[config.mk]
export PLATFORM = sky130hd
export DESIGN_NAME = thd_hue
export DESIGN_NICKNAME = d
export VERILOG_FILES = /design/src/hdl/thd_pkg.sv /design/src/hdl/thd_hue.sv
export SDC_FILE = /design/constraint.sdc
export NUM_CORES = 1
export LEC_CHECK = 0
export BUFFER_PORTS_ARGS = -buffer_cell sky130_fd_sc_hd__buf_2
export CAP_MARGIN = 20
export CORE_ASPECT_RATIO = 0.6
export CORE_UTILIZATION = 30
export DETAILED_ROUTE_END_ITERATION = 8
export GPL_TIMING_DRIVEN = 0
export PLACE_DENSITY_LB_ADDON = 0.08
export SYNTH_ARGS = -nofsm -noshare
export SYNTH_HDL_FRONTEND = slang
export SYNTH_SLANG_ARGS = --single-unit
[constraint.sdc]
create_clock -name clk -period 4.4 [get_ports clk]
set_input_delay 0.22 -clock clk [delete_from_list [all_inputs] [get_ports clk]]
set_output_delay 0.22 -clock clk [all_outputs]
set_load 0.02 [all_outputs]
[src/hdl/thd_pkg.sv]
// Shared types and constants for the toroidal hue diffusion block.
// Used by thd_core, thd_hue and the top level; no dependencies.
package thd_pkg;

  localparam int MAX_WIDTH  = 64;
  localparam int MAX_HEIGHT = 64;
  localparam int COL_W      = $clog2(MAX_WIDTH);
  localparam int ROW_W      = $clog2(MAX_HEIGHT);
  localparam int DEPTH      = MAX_WIDTH * MAX_HEIGHT;
  localparam int ADDR_W     = $clog2(DEPTH);
  localparam int DIM_W      = 7;
  localparam int HUE_W      = 16;
  localparam int DRAW_W     = 17;
  localparam int DISP_W     = 9;

  localparam logic [DRAW_W-1:0] SPARK_LIMIT = 17'd99945;

  // v mod 720 via reciprocal: q = (v * RECIP) >> RECIP_SHIFT is q or q-1
  localparam int HUE_WRAP    = 720;
  localparam int RECIP_SHIFT = 22;
  localparam int RECIP       = (1 << RECIP_SHIFT) / HUE_WRAP;
  localparam int Q_W         = 7;

  localparam logic [1:0] FUNC_UPDATE = 2'd0;
  localparam logic [1:0] FUNC_CLEAR  = 2'd1;
  localparam logic [1:0] FUNC_WRITE  = 2'd2;

  localparam logic [1:0] REG_GRID_WIDTH     = 2'd0;
  localparam logic [1:0] REG_GRID_HEIGHT    = 2'd1;
  localparam logic [1:0] REG_SOUND_REACTIVE = 2'd2;

  typedef struct packed {
    logic [DIM_W-1:0] grid_width;
    logic [DIM_W-1:0] grid_height;
    logic             sound_reactive;
  } cfg_t;

  typedef struct packed {
    logic [COL_W-1:0] pixel_x;
    logic [ROW_W-1:0] pixel_y;
    logic             frame_last;
    logic [HUE_W-1:0] value;
  } px_t;

  function automatic logic [ADDR_W-1:0] cell_addr(input logic [ROW_W-1:0] y,
                                                  input logic [COL_W-1:0] x);
    cell_addr = ADDR_W'(y) * ADDR_W'(MAX_WIDTH) + ADDR_W'(x);
  endfunction

endpackage

[src/hdl/thd_hue.sv]
// Display hue stage: value mod 720 halved, two registered stages with stall.
// Depends on thd_pkg.
module thd_hue import thd_pkg::*; (
  input  logic              clk,
  input  logic              rst_n,
  input  logic              px_valid,
  output logic              px_ready,
  input  px_t               px,
  output logic              out_valid,
  input  logic              out_ready,
  output logic [COL_W-1:0]  out_pixel_x,
  output logic [ROW_W-1:0]  out_pixel_y,
  output logic [DISP_W-1:0] out_hue_out,
  output logic              out_frame_last
);

  logic              s1_valid_r, out_valid_r;
  px_t               s1_r;
  logic [Q_W-1:0]    q_r;
  logic [28:0]       prod;
  logic              s2_adv;
  logic [16:0]       diff;
  logic [10:0]       rem, rem_c;
  logic [DISP_W-1:0] hue_r;
  logic [COL_W-1:0]  x_out_r;
  logic [ROW_W-1:0]  y_out_r;
  logic              last_out_r;

  always_comb begin
    s2_adv   = !out_valid_r || out_ready;
    px_ready = !s1_valid_r || s2_adv;
    prod     = 29'(px.value) * 29'(RECIP);
    // estimate may be one short, so remainder is below twice the wrap
    diff     = 17'(s1_r.value) - 17'(q_r) * 17'(HUE_WRAP);
    rem      = diff[10:0];
    rem_c    = (rem >= 11'(HUE_WRAP)) ? rem - 11'(HUE_WRAP) : rem;
  end

  always_ff @(posedge clk) begin
    if (!rst_n) begin
      s1_valid_r  <= 1'b0;
      out_valid_r <= 1'b0;
    end else begin
      if (px_ready) s1_valid_r <= px_valid;
      if (s2_adv) out_valid_r <= s1_valid_r;
    end
  end

  always_ff @(posedge clk) begin
    if (px_ready && px_valid) begin
      s1_r <= px;
      q_r  <= prod[28:RECIP_SHIFT];
    end
    if (s2_adv && s1_valid_r) begin
      hue_r      <= rem_c[9:1];
      x_out_r    <= s1_r.pixel_x;
      y_out_r    <= s1_r.pixel_y;
      last_out_r <= s1_r.frame_last;
    end
  end

  assign out_valid      = out_valid_r;
  assign out_hue_out    = hue_r;
  assign out_pixel_x    = x_out_r;
  assign out_pixel_y    = y_out_r;
  assign out_frame_last = last_out_r;

`ifndef SYNTH
  a_hue_range: assert property (@(posedge clk) disable iff (!rst_n)
    out_valid_r |-> (hue_r < 9'd360)) else $error("display hue out of range");

  a_s1_holds: assert property (@(posedge clk) disable iff (!rst_n)
    (s1_valid_r && !s2_adv) |=> s1_valid_r) else $error("stalled beat dropped");
`endif

endmodule

==> results of run 1 <==
-- synthesized netlist by cell type, types with 3 or more instances --
| cell type | number |
|---|---|
| a21o_1 | 5 |
| a21oi_1 | 12 |
| edfxtp_1 | 53 |
| fa_1 | 49 |
| ha_1 | 100 |
| inv_1 | 115 |
| nand2_1 | 10 |
| nand3_1 | 4 |
| nor2_1 | 7 |
| nor2b_1 | 4 |
| nor3_1 | 3 |
| o21ai_1 | 4 |
| xnor2_1 | 13 |
| xor2_1 | 10 |
-- worst paths after layout --
kind / start / cells after the start / slack [ps] / end
setup / recovery: px[7] / 18 / 30 / q_r[5]
hold / removal: px[20] / 1 / 90 / s1_r[20]
setup reg to reg: q_r[0] / 15 / 560 / out_hue_out[4]
hold reg to reg: s1_r[28] / 0 / 420 / out_pixel_x[5]
-- critical path: stages --
cell       delay (ps)
buf_12            120
ha_4              270
inv_4              30
fa_1              520
inv_1              50
fa_1              480
inv_2              80
fa_2              440
fa_1              510
inv_2              50
ha_4              160
a2111oi_4         440
o21ai_1           140
a41oi_2           270
o221ai_4          190
o211ai_2          230
nand2b_1           90
xor2_1            150
-- routing by layer --
metal	track usage	up-vias
met5	0	-
met2	0.1870	23
met3	0.02363	6
met4	0.02448	0
li1	-	1519
met1	0.1851	1405
-- repair_timing --
action,CTS,global route
pin swaps,17,8
gates cloned,0,0
endpoints found under the setup margin,7,5
buffers inserted,2,4
gates resized for setup,34,14
-- state kept, by name (all words and copies together) (netlist names) --
signal,flops
s1_r,24
out_pixel_x,6
out_valid,1
out_pixel_y,6
q_r,7
out_frame_last,1
s1_valid_r,1
out_hue_out,9
-- cells by family (layout without fill, tap and decap cells) --
logic type | Yosys count | in the layout | synth area share
AO/OA/AOI/OAI | 37 | 37 | 0.05286
AND/OR/NAND/NOR | 39 | 39 | 0.03933
adder cells (fa/ha/maj) | 149 | 149 | 0.4469
buffers and inverters | 115 | 186 | 0.08642
flip-flops | 55 | 55 | 0.3267
multiplexers | 2 | 2 | 0.004258
XOR/XNOR | 24 | 24 | 0.04359
-- through the flow --
step | TNS (ps) | hold WS (ps) | setup slack, ps
after floorplan | 0 | 318.9 | 22.12
after global placement | -3642 | 396.8 | -712.3
after detailed placement | -3746 | 398.1 | -727.7
after CTS | -1.565 | 84.86 | -1.565
after global routing | -356.5 | 77.19 | -160.4
final | 0 | 94.31 | 30.60
-- area by class of cell --
| type | instances | area [sq um] |
|---|---|---|
| inverter | 115 | 434.2 |
| sequential | 55 | 1632 |
| clock inverter | 3 | 27.53 |
| multi-input combinational | 251 | 3132 |
| timing repair buffer | 63 | 412.9 |
| clock buffer | 5 | 125.1 |
| tap | 228 | 285.3 |
| fill | 1623 | 10210 |
-- cell usage in the layout, fill, tap and decap left out, drive strengths merged, types with 2 or more instances in the layout --
cell,instances
inv,117
ha,100
buf,62
edfxtp,53
fa,49
xnor2,14
a21oi,13
nand2,10
xor2,10
nor2,7
clkbuf,6
o21ai,6
a21o,5
nand3,4
nor2b,4
nor3,3
o211ai,3
nand2b,2
dfxtp,2
and2,2
==> flow_metrics.py, run 1 <==
metrics = {
    "logic_synthesis": {
        "synth_area_leaders": "edfxtp_1 (32%), ha_1 (25%), fa_1 (20%)",
        "synth_flop_cell": "edfxtp_1",
        "yosysSeqAreaShare": 0.3267,
        "ys_ff_latch": 55,
        "synth_cell_type_count": 41,
        "synth.avg_cell_area_sq_um": 11.86,
        "synth_edf_count": 53,
        "synth.cell_area_sq_um": 4995,
        "ys_warn_count": 0,
        "synth_nets": 603,
        "yosysTopAreaCellShare": 0.3186,
        "ys_async_sr_fraction": 0,
        "synthCells": 421,
        "synth.largest_area_cell": "edfxtp_1",
    },
    "placement": {
        "port_buffers": 56,
        "place_area_sq_um": 5602,
        "placed_cells": 706,
        "post-dp-hpwl_um": 8263,
        "gp_congestion": 0.7717,
    },
    "floorplanning": {
        "pin_count": 57,
        "die_w_um": 168.6,
        "die_h_um": 101.9,
        "rows": 36,
        "initial_core_util": 0.3072,
        "core_sq_um": 16260,
        "dieArea_sq_um": 17190,
    },
    "cells_and_area": {
        "fin_util": 0.3720,
        "diodes": 0,
        "syn_to_final_growth_pct": 21.09,
        "layout.cells.non_filler": 720,
        "design_area_sq_um": 6048,
        "fin_nets": 673,
        "drive_above_1_share": 0.2154,
    },
    "critical_path": {
        "crit_arrival_ps": 4420,
        "crit_required_ps": 4450,
        "worstSetupPathType": "primary input to register",
        "start_kind": "primary input",
        "worstPathMaxFanout": 5,
        "cp-end-kind": "register",
    },
    "clocking": {
        "cts.htree.levels": 2,
        "path_clk_slew_ps": 80,
        "root_buffer": "clkbuf_16",
        "clk_latency_ps": 300,
        "cts_tree": "yes",
        "numCtsBuffers": 5,
        "cts_sinks": 55,
        "cts_hold_buf": 0,
        "clockBufferDepth": 2,
    },
    "sta": {
        "max_slew_margin": 0.4873,
        "worst_pin_slew_ps": 769.0,
        "fin_crit_sh": 0.9930,
        "setup_violations": 0,
        "finalMaxSlewViolations": 0,
        "period_minus_slack_ps": 4369,
        "rsz0062_at_grt": "yes",
        "hold_viol": 0,
        "fmax_mhz": 228.9,
        "skew_ps": 12.71,
    },
    "route": {
        "drt_drc_violations_left": 0,
        "dr.pass1.iters": 4,
        "vias_per_cell": 4.101,
        "met2_length_um": 3938,
        "ant_nets": 0,
        "wl_per_cell_um": 13.44,
        "wl_met1_um": 5390,
        "drt_iter0_markers": 61,
        "met3_length_um": 255,
        "drt-total-wl_um": 9676,
        "dr_total_vias": 2953,
        "highest_layer": "met4",
    },
    "run": {
        "cap_violations": 0,
    },
    "grt": {
        "grt_pass1_wl_um": 16290,
        "grt_pass1_vias": 3211,
        "antenna_found_initial": 0,
        "grt_util_all_layers": 0.1242,
        "grt_max_degree": 32,
        "gr-total-overflow": 0,
    },
    "hold_path": {
        "hp-class": "primary input to register",
    },
    "status": {
        "outcome": "complete, no violations",
    },
}
Power of run 1 is left out: the tool's default activity adds up to more than one toggle a clock period on the data nets, which glitch-free logic cannot reach.
==> run 2, diff against run 1 <==
--- a/config.mk
+++ b/config.mk
@@ -7,6 +7,8 @@
 export LEC_CHECK = 0
 export BUFFER_PORTS_ARGS = -buffer_cell sky130_fd_sc_hd__buf_2
 export CAP_MARGIN = 20
+export CELL_PAD_IN_SITES_DETAIL_PLACEMENT = 2
+export CELL_PAD_IN_SITES_GLOBAL_PLACEMENT = 2
 export CORE_ASPECT_RATIO = 0.6
 export CORE_UTILIZATION = 30
 export DETAILED_ROUTE_END_ITERATION = 8
==> run 2 against run 1 <==
Compared with the run above: fmax increased by 0.13%; cell area grew 1.5%; hold slack worse by 8.5 ps; count of clock-buffer cells in the layout unchanged; sequential share of layout area fell by 0.40 points; non-clock buffer count grew 8; highest routed layer is now met3; largest cell class unchanged; via count up 7.7%; core utilization increased by 0.55 points; worst setup slack improved by 5.6 ps.
==> flow_metrics.py, run 2 (synthesis gave the netlist of run 1 again) <==
metrics = {
    "sta": {
        "worst_pin_slew_ps": 789.1,
        "holdWs_ps": 85.82,
        "max_slew_margin": 0.4739,
        "skew_ps": 10.12,
        "finalWorstSetupSlack_ps": 36.25,
        "period_minus_slack_ps": 4364,
        "setup_violations": 0,
        "hold_viol": 0,
        "fmax_mhz": 229.2,
        "fin_crit_sh": 0.9918,
        "rsz0062_at_grt": "yes",
        "finalMaxSlewViolations": 0,
    },
    "route": {
        "drt-total-wl_um": 12150,
        "ant_nets": 0,
        "dr.pass1.iters": 6,
        "wl_per_cell_um": 16.69,
        "dr_total_vias": 3181,
        "drt_iter0_markers": 118,
        "vias_per_cell": 4.370,
        "drt_drc_violations_left": 0,
    },
    "hold_path": {
        "hold_end": "s1_r[21]",
        "whs_path_depth": 1,
        "min_from": "px[21]",
        "hp-class": "primary input to register",
    },
    "cells_and_area": {
        "layout.cells.non_filler": 728,
        "layout_common_cells": "inv_1 (108), ha_1 (89), edfxtp_1 (53)",
        "drive_above_1_share": 0.2340,
        "syn_to_final_growth_pct": 22.90,
        "final_common_cell": "inv_1",
        "largest_reg_flops": 24,
        "fin_nets": 681,
        "diodes": 0,
        "regMostFlops": "s1_r",
    },
    "placement": {
        "gp_congestion": 0.7394,
        "port_buffers": 56,
        "pre_cts_slack_ps": -685.8,
        "placed_cells": 706,
        "post-dp-hpwl_um": 10210,
    },
    "run": {
        "cap_violations": 0,
    },
    "floorplanning": {
        "die_h_um": 101.9,
        "dieArea_sq_um": 17190,
        "pin_count": 57,
        "core_sq_um": 16260,
        "initial_core_util": 0.3072,
        "die_w_um": 168.6,
        "rows": 36,
    },
    "grt": {
        "gr-total-overflow": 0,
        "antenna_found_initial": 0,
        "grt_max_degree": 32,
        "grt_pass1_vias": 3579,
        "grt_util_all_layers": 0.1558,
        "grt_pass1_wl_um": 19970,
    },
    "clocking": {
        "numCtsBuffers": 5,
        "clk_latency_ps": 300,
        "path_clk_slew_ps": 80,
        "cts_tree": "yes",
        "clockBufferDepth": 2,
        "root_buffer": "clkbuf_16",
        "cts.htree.levels": 2,
        "cts_sinks": 55,
    },
    "critical_path": {
        "worstPathMaxFanout": 5,
        "start_kind": "primary input",
        "crit_arrival_ps": 4420,
        "worstSetupPathType": "primary input to register",
        "crit_required_ps": 4460,
        "cp-end-kind": "register",
        "r2r_end": "out_hue_out[3]",
        "r2r_start": "q_r[0]",
        "r2r_cells": 15,
        "r2r_slack_ps": 370,
    },
    "status": {
        "outcome": "complete, no violations",
    },
}
run 2: cell type report:
type / count / area, sq um
Inverter: 115 / 436.7
Multi-Input combinational cell: 251 / 3149
Sequential cell: 55 / 1632
Clock buffer: 5 / 125.1
Timing Repair Buffer: 71 / 479.2
Clock inverter: 3 / 31.28
Tap cell: 228 / 285.3
Fill cell: 1717 / 10120
run 2: worst max path at each step:
stage	from	depth (start not counted)	end
6_report	px[8]	18	q_r[5]
5_1_grt	px[3]	18	q_r[5]
4_1_cts	px[1]	17	q_r[5]
3_5_place_dp	px[9]	18	q_r[5]
3_3_place_gp	px[9]	18	q_r[5]
2_1_floorplan	px[6]	17	q_r[5]
run 2: what timing repair did:
item / in CTS / in global routing
cloned: 0 / 0
setup buffers: 4 / 10
setup endpoints to repair: 7 / 4
gates resized for setup: 33 / 22
hold buffers: 0 / 0
pin swaps: 17 / 15
run 2: per-layer routing:
| metal | GRT usage | up-vias | share of wire |
|---|---|---|---|
| met5 | 0 | - | 0 |
| met4 | 0.01888 | 0 | 0 |
| met3 | 0.02324 | 0 | 0.023 |
| met2 | 0.2426 | 31 | 0.44 |
| met1 | 0.2346 | 1612 | 0.54 |
| li1 | - | 1538 | - |
run 2: worst max-delay path: stages:
cell and delay (ps):
buf_6 120, ha_4 270, inv_4 40, fa_1 490, inv_1 60, fa_1 520
inv_2 50, fa_1 470, fa_1 560, inv_2 70, ha_4 230, a2111oi_4 270
o21ai_1 120, a41oi_2 260, o221ai_4 180, o211ai_2 240, nand2b_1 100, xor2_1 150
run 2: stage by stage:
step	TNS, ps	util	area (sq um)
after floorplan	0	-	5017
after global placement	-3022	0.3433	5583
after detailed placement	-3334	0.3445	5602
after CTS	0	0.3670	5967
after global routing	-497.5	0.3775	6138
final	0	0.3775	6138
Power of run 2 is left out for the same reason.
==> run 3, diff against run 2 <==
--- a/config.mk
+++ b/config.mk
@@ -14,6 +14,7 @@
 export DETAILED_ROUTE_END_ITERATION = 8
 export GPL_TIMING_DRIVEN = 0
 export PLACE_DENSITY_LB_ADDON = 0.08
+export SETUP_SLACK_MARGIN = 0.3
 export SYNTH_ARGS = -nofsm -noshare
 export SYNTH_HDL_FRONTEND = slang
 export SYNTH_SLANG_ARGS = --single-unit
==> run 3 against run 2 <==
Compared with the run above: critical endpoint unchanged; first-iteration DRC count down 26%; count of clock-buffer cells in the layout unchanged; critical path depth unchanged; core utilization down 0.23 points; non-clock buffer count down 1; the flow now finishes with violations (design-rule violations); fmax up 0.14%; via count down 0.75%.
==> flow_metrics.py, run 3 (synthesis gave the netlist of run 1 again) <==
metrics = {
    "sta": {
        "setup_violations": 0,
        "fmax_mhz": 229.5,
        "setup-tns-final_ps": 0,
        "max_slew_margin": 0.4706,
        "skew_ps": 7.289,
        "worst_pin_slew_ps": 794.0,
        "fin_crit_sh": 0.9904,
        "period_minus_slack_ps": 4358,
        "rsz0062_at_grt": "yes",
        "finalMaxSlewViolations": 0,
        "hold_viol": 0,
    },
    "cells_and_area": {
        "syn_to_final_growth_pct": 22.14,
        "largest_reg_flops": 24,
        "drive_above_1_share": 0.2305,
        "layout_common_cells": "inv_1 (109), ha_1 (90), edfxtp_1 (53)",
        "regMostFlops": "s1_r",
        "diodes": 0,
        "fin_nets": 680,
        "final_common_cell": "inv_1",
        "regArea_sq_um": 1632,
        "multiInputGateArea_sq_um": 3124,
        "fillers": 1707,
    },
    "clocking": {
        "cts_tree": "yes",
        "clockBufferDepth": 2,
        "root_buffer": "clkbuf_16",
        "cts.htree.levels": 2,
        "cts_hold_buf": 0,
        "cts_sinks": 55,
        "numCtsBuffers": 5,
        "clk_latency_ps": 300,
        "path_clk_slew_ps": 80,
    },
    "critical_path": {
        "crit_required_ps": 4450,
        "cp_cell_sequence": "buf_12 -> ha_4 -> inv_2 -> fa_1 -> inv_1 -> fa_1 -> inv_1 -> fa_1 -> fa_1 -> inv_2 -> ha_4 -> a2111oi_4 -> o21ai_1 -> a41oi_2 -> o221ai_4 -> o211ai_2 -> nand2b_1 -> xor2_1",
        "slowest_delay_ps": 590,
        "start_kind": "primary input",
        "cp-end-kind": "register",
        "cp_common_cell": "fa_1",
        "worstPathMaxFanout": 3,
        "crit_arrival_ps": 4410,
        "slowest_stage": "fa_1",
        "worstSetupPathType": "primary input to register",
    },
    "route": {
        "drt-total-wl_um": 12170,
        "drt_iter0_markers": 87,
        "vias_per_cell": 4.343,
        "dr_total_vias": 3157,
        "dr.pass1.iters": 6,
        "drt_drc_violations_left": 2,
        "wl_per_cell_um": 16.74,
        "ant_nets": 0,
    },
    "status": {
        "violations": "design-rule violations",
        "outcome": "complete, but fails checks",
    },
    "hold_path": {
        "hp-class": "primary input to register",
    },
    "grt": {
        "grt_util_all_layers": 0.1530,
        "grt_pass1_vias": 3530,
        "grt_pass1_wl_um": 19480,
        "gr-total-overflow": 0,
        "antenna_found_initial": 0,
        "grt_max_degree": 32,
    },
    "floorplanning": {
        "dieArea_sq_um": 17190,
        "rows": 36,
        "core_sq_um": 16260,
        "initial_core_util": 0.3072,
        "pin_count": 57,
        "die_w_um": 168.6,
        "die_h_um": 101.9,
    },
    "run": {
        "cap_violations": 0,
    },
    "placement": {
        "post-dp-hpwl_um": 10380,
        "gp_congestion": 0.7583,
        "port_buffers": 56,
    },
}
run 3: changes by cell type in the layout (fill, tap and decap cells not counted), sizes merged:
cell / delta
clkinv: -1
clkinvlp: +1
clkbuf: -1
run 3: routing by layer:
layer / global-route usage / share of wire / up-vias
met5: 0 / 0 / -
met4: 0.01469 / 0.0016 / 0
met3: 0.03137 / 0.031 / 2
met2: 0.2372 / 0.43 / 39
met1: 0.2272 / 0.54 / 1580
li1: - / - / 1536
run 3: timing repair:
| action | 4_1_cts | 5_1_grt |
|---|---|---|
| resized for setup | 29 | 3 |
| setup endpoints to repair | 7 | 12 |
| pin swaps | 6 | 2 |
| buffers inserted | 11 | 2 |
run 3: layout make-up:
cell class,instances,area share
Multi-Input combinational cell,251,0.5121
Sequential cell,55,0.2674
Timing Repair Buffer,70,0.07711
Inverter,115,0.07158
Tap cell,228,0.04676
Clock buffer,5,0.02051
Clock inverter,3,0.004512
run 3: worst paths after layout:
check / from / end / slack [ps] / depth (start not counted)
max: px[3] / q_r[5] / 40 / 18
min: px[26] / s1_r[26] / 90 / 1
max reg2reg: q_r[0] / out_hue_out[3] / 510 / 15
min reg2reg: s1_r[28] / out_pixel_x[5] / 420 / 0
run 3: critical path: cells and delay by family:
family	cells	cell delay, ps
XOR/XNOR	1	150
AO/OA/AOI/OAI	5	1090
adder cells (fa/ha/maj)	6	2520
buffers and inverters	5	320
AND/OR/NAND/NOR	1	110
run 3: through the flow:
step / area (sq um) / std cells / worst slack (ps) / utilization / hold slack, ps
floorplan: 5135 / 421 / 246.0 / - / 318.9
detailed placement: 5719 / 706 / -490.5 / 0.3517 / 399.9
finish: 6101 / 727 / 42.28 / 0.3752 / 89.12
global placement: 5700 / 705 / -416.1 / 0.3506 / 397.2
global route: 6101 / 727 / -196.4 / 0.3752 / 77.05
CTS: 6071 / 725 / -25.62 / 0.3733 / 79.54
Power of run 3 is left out for the same reason.
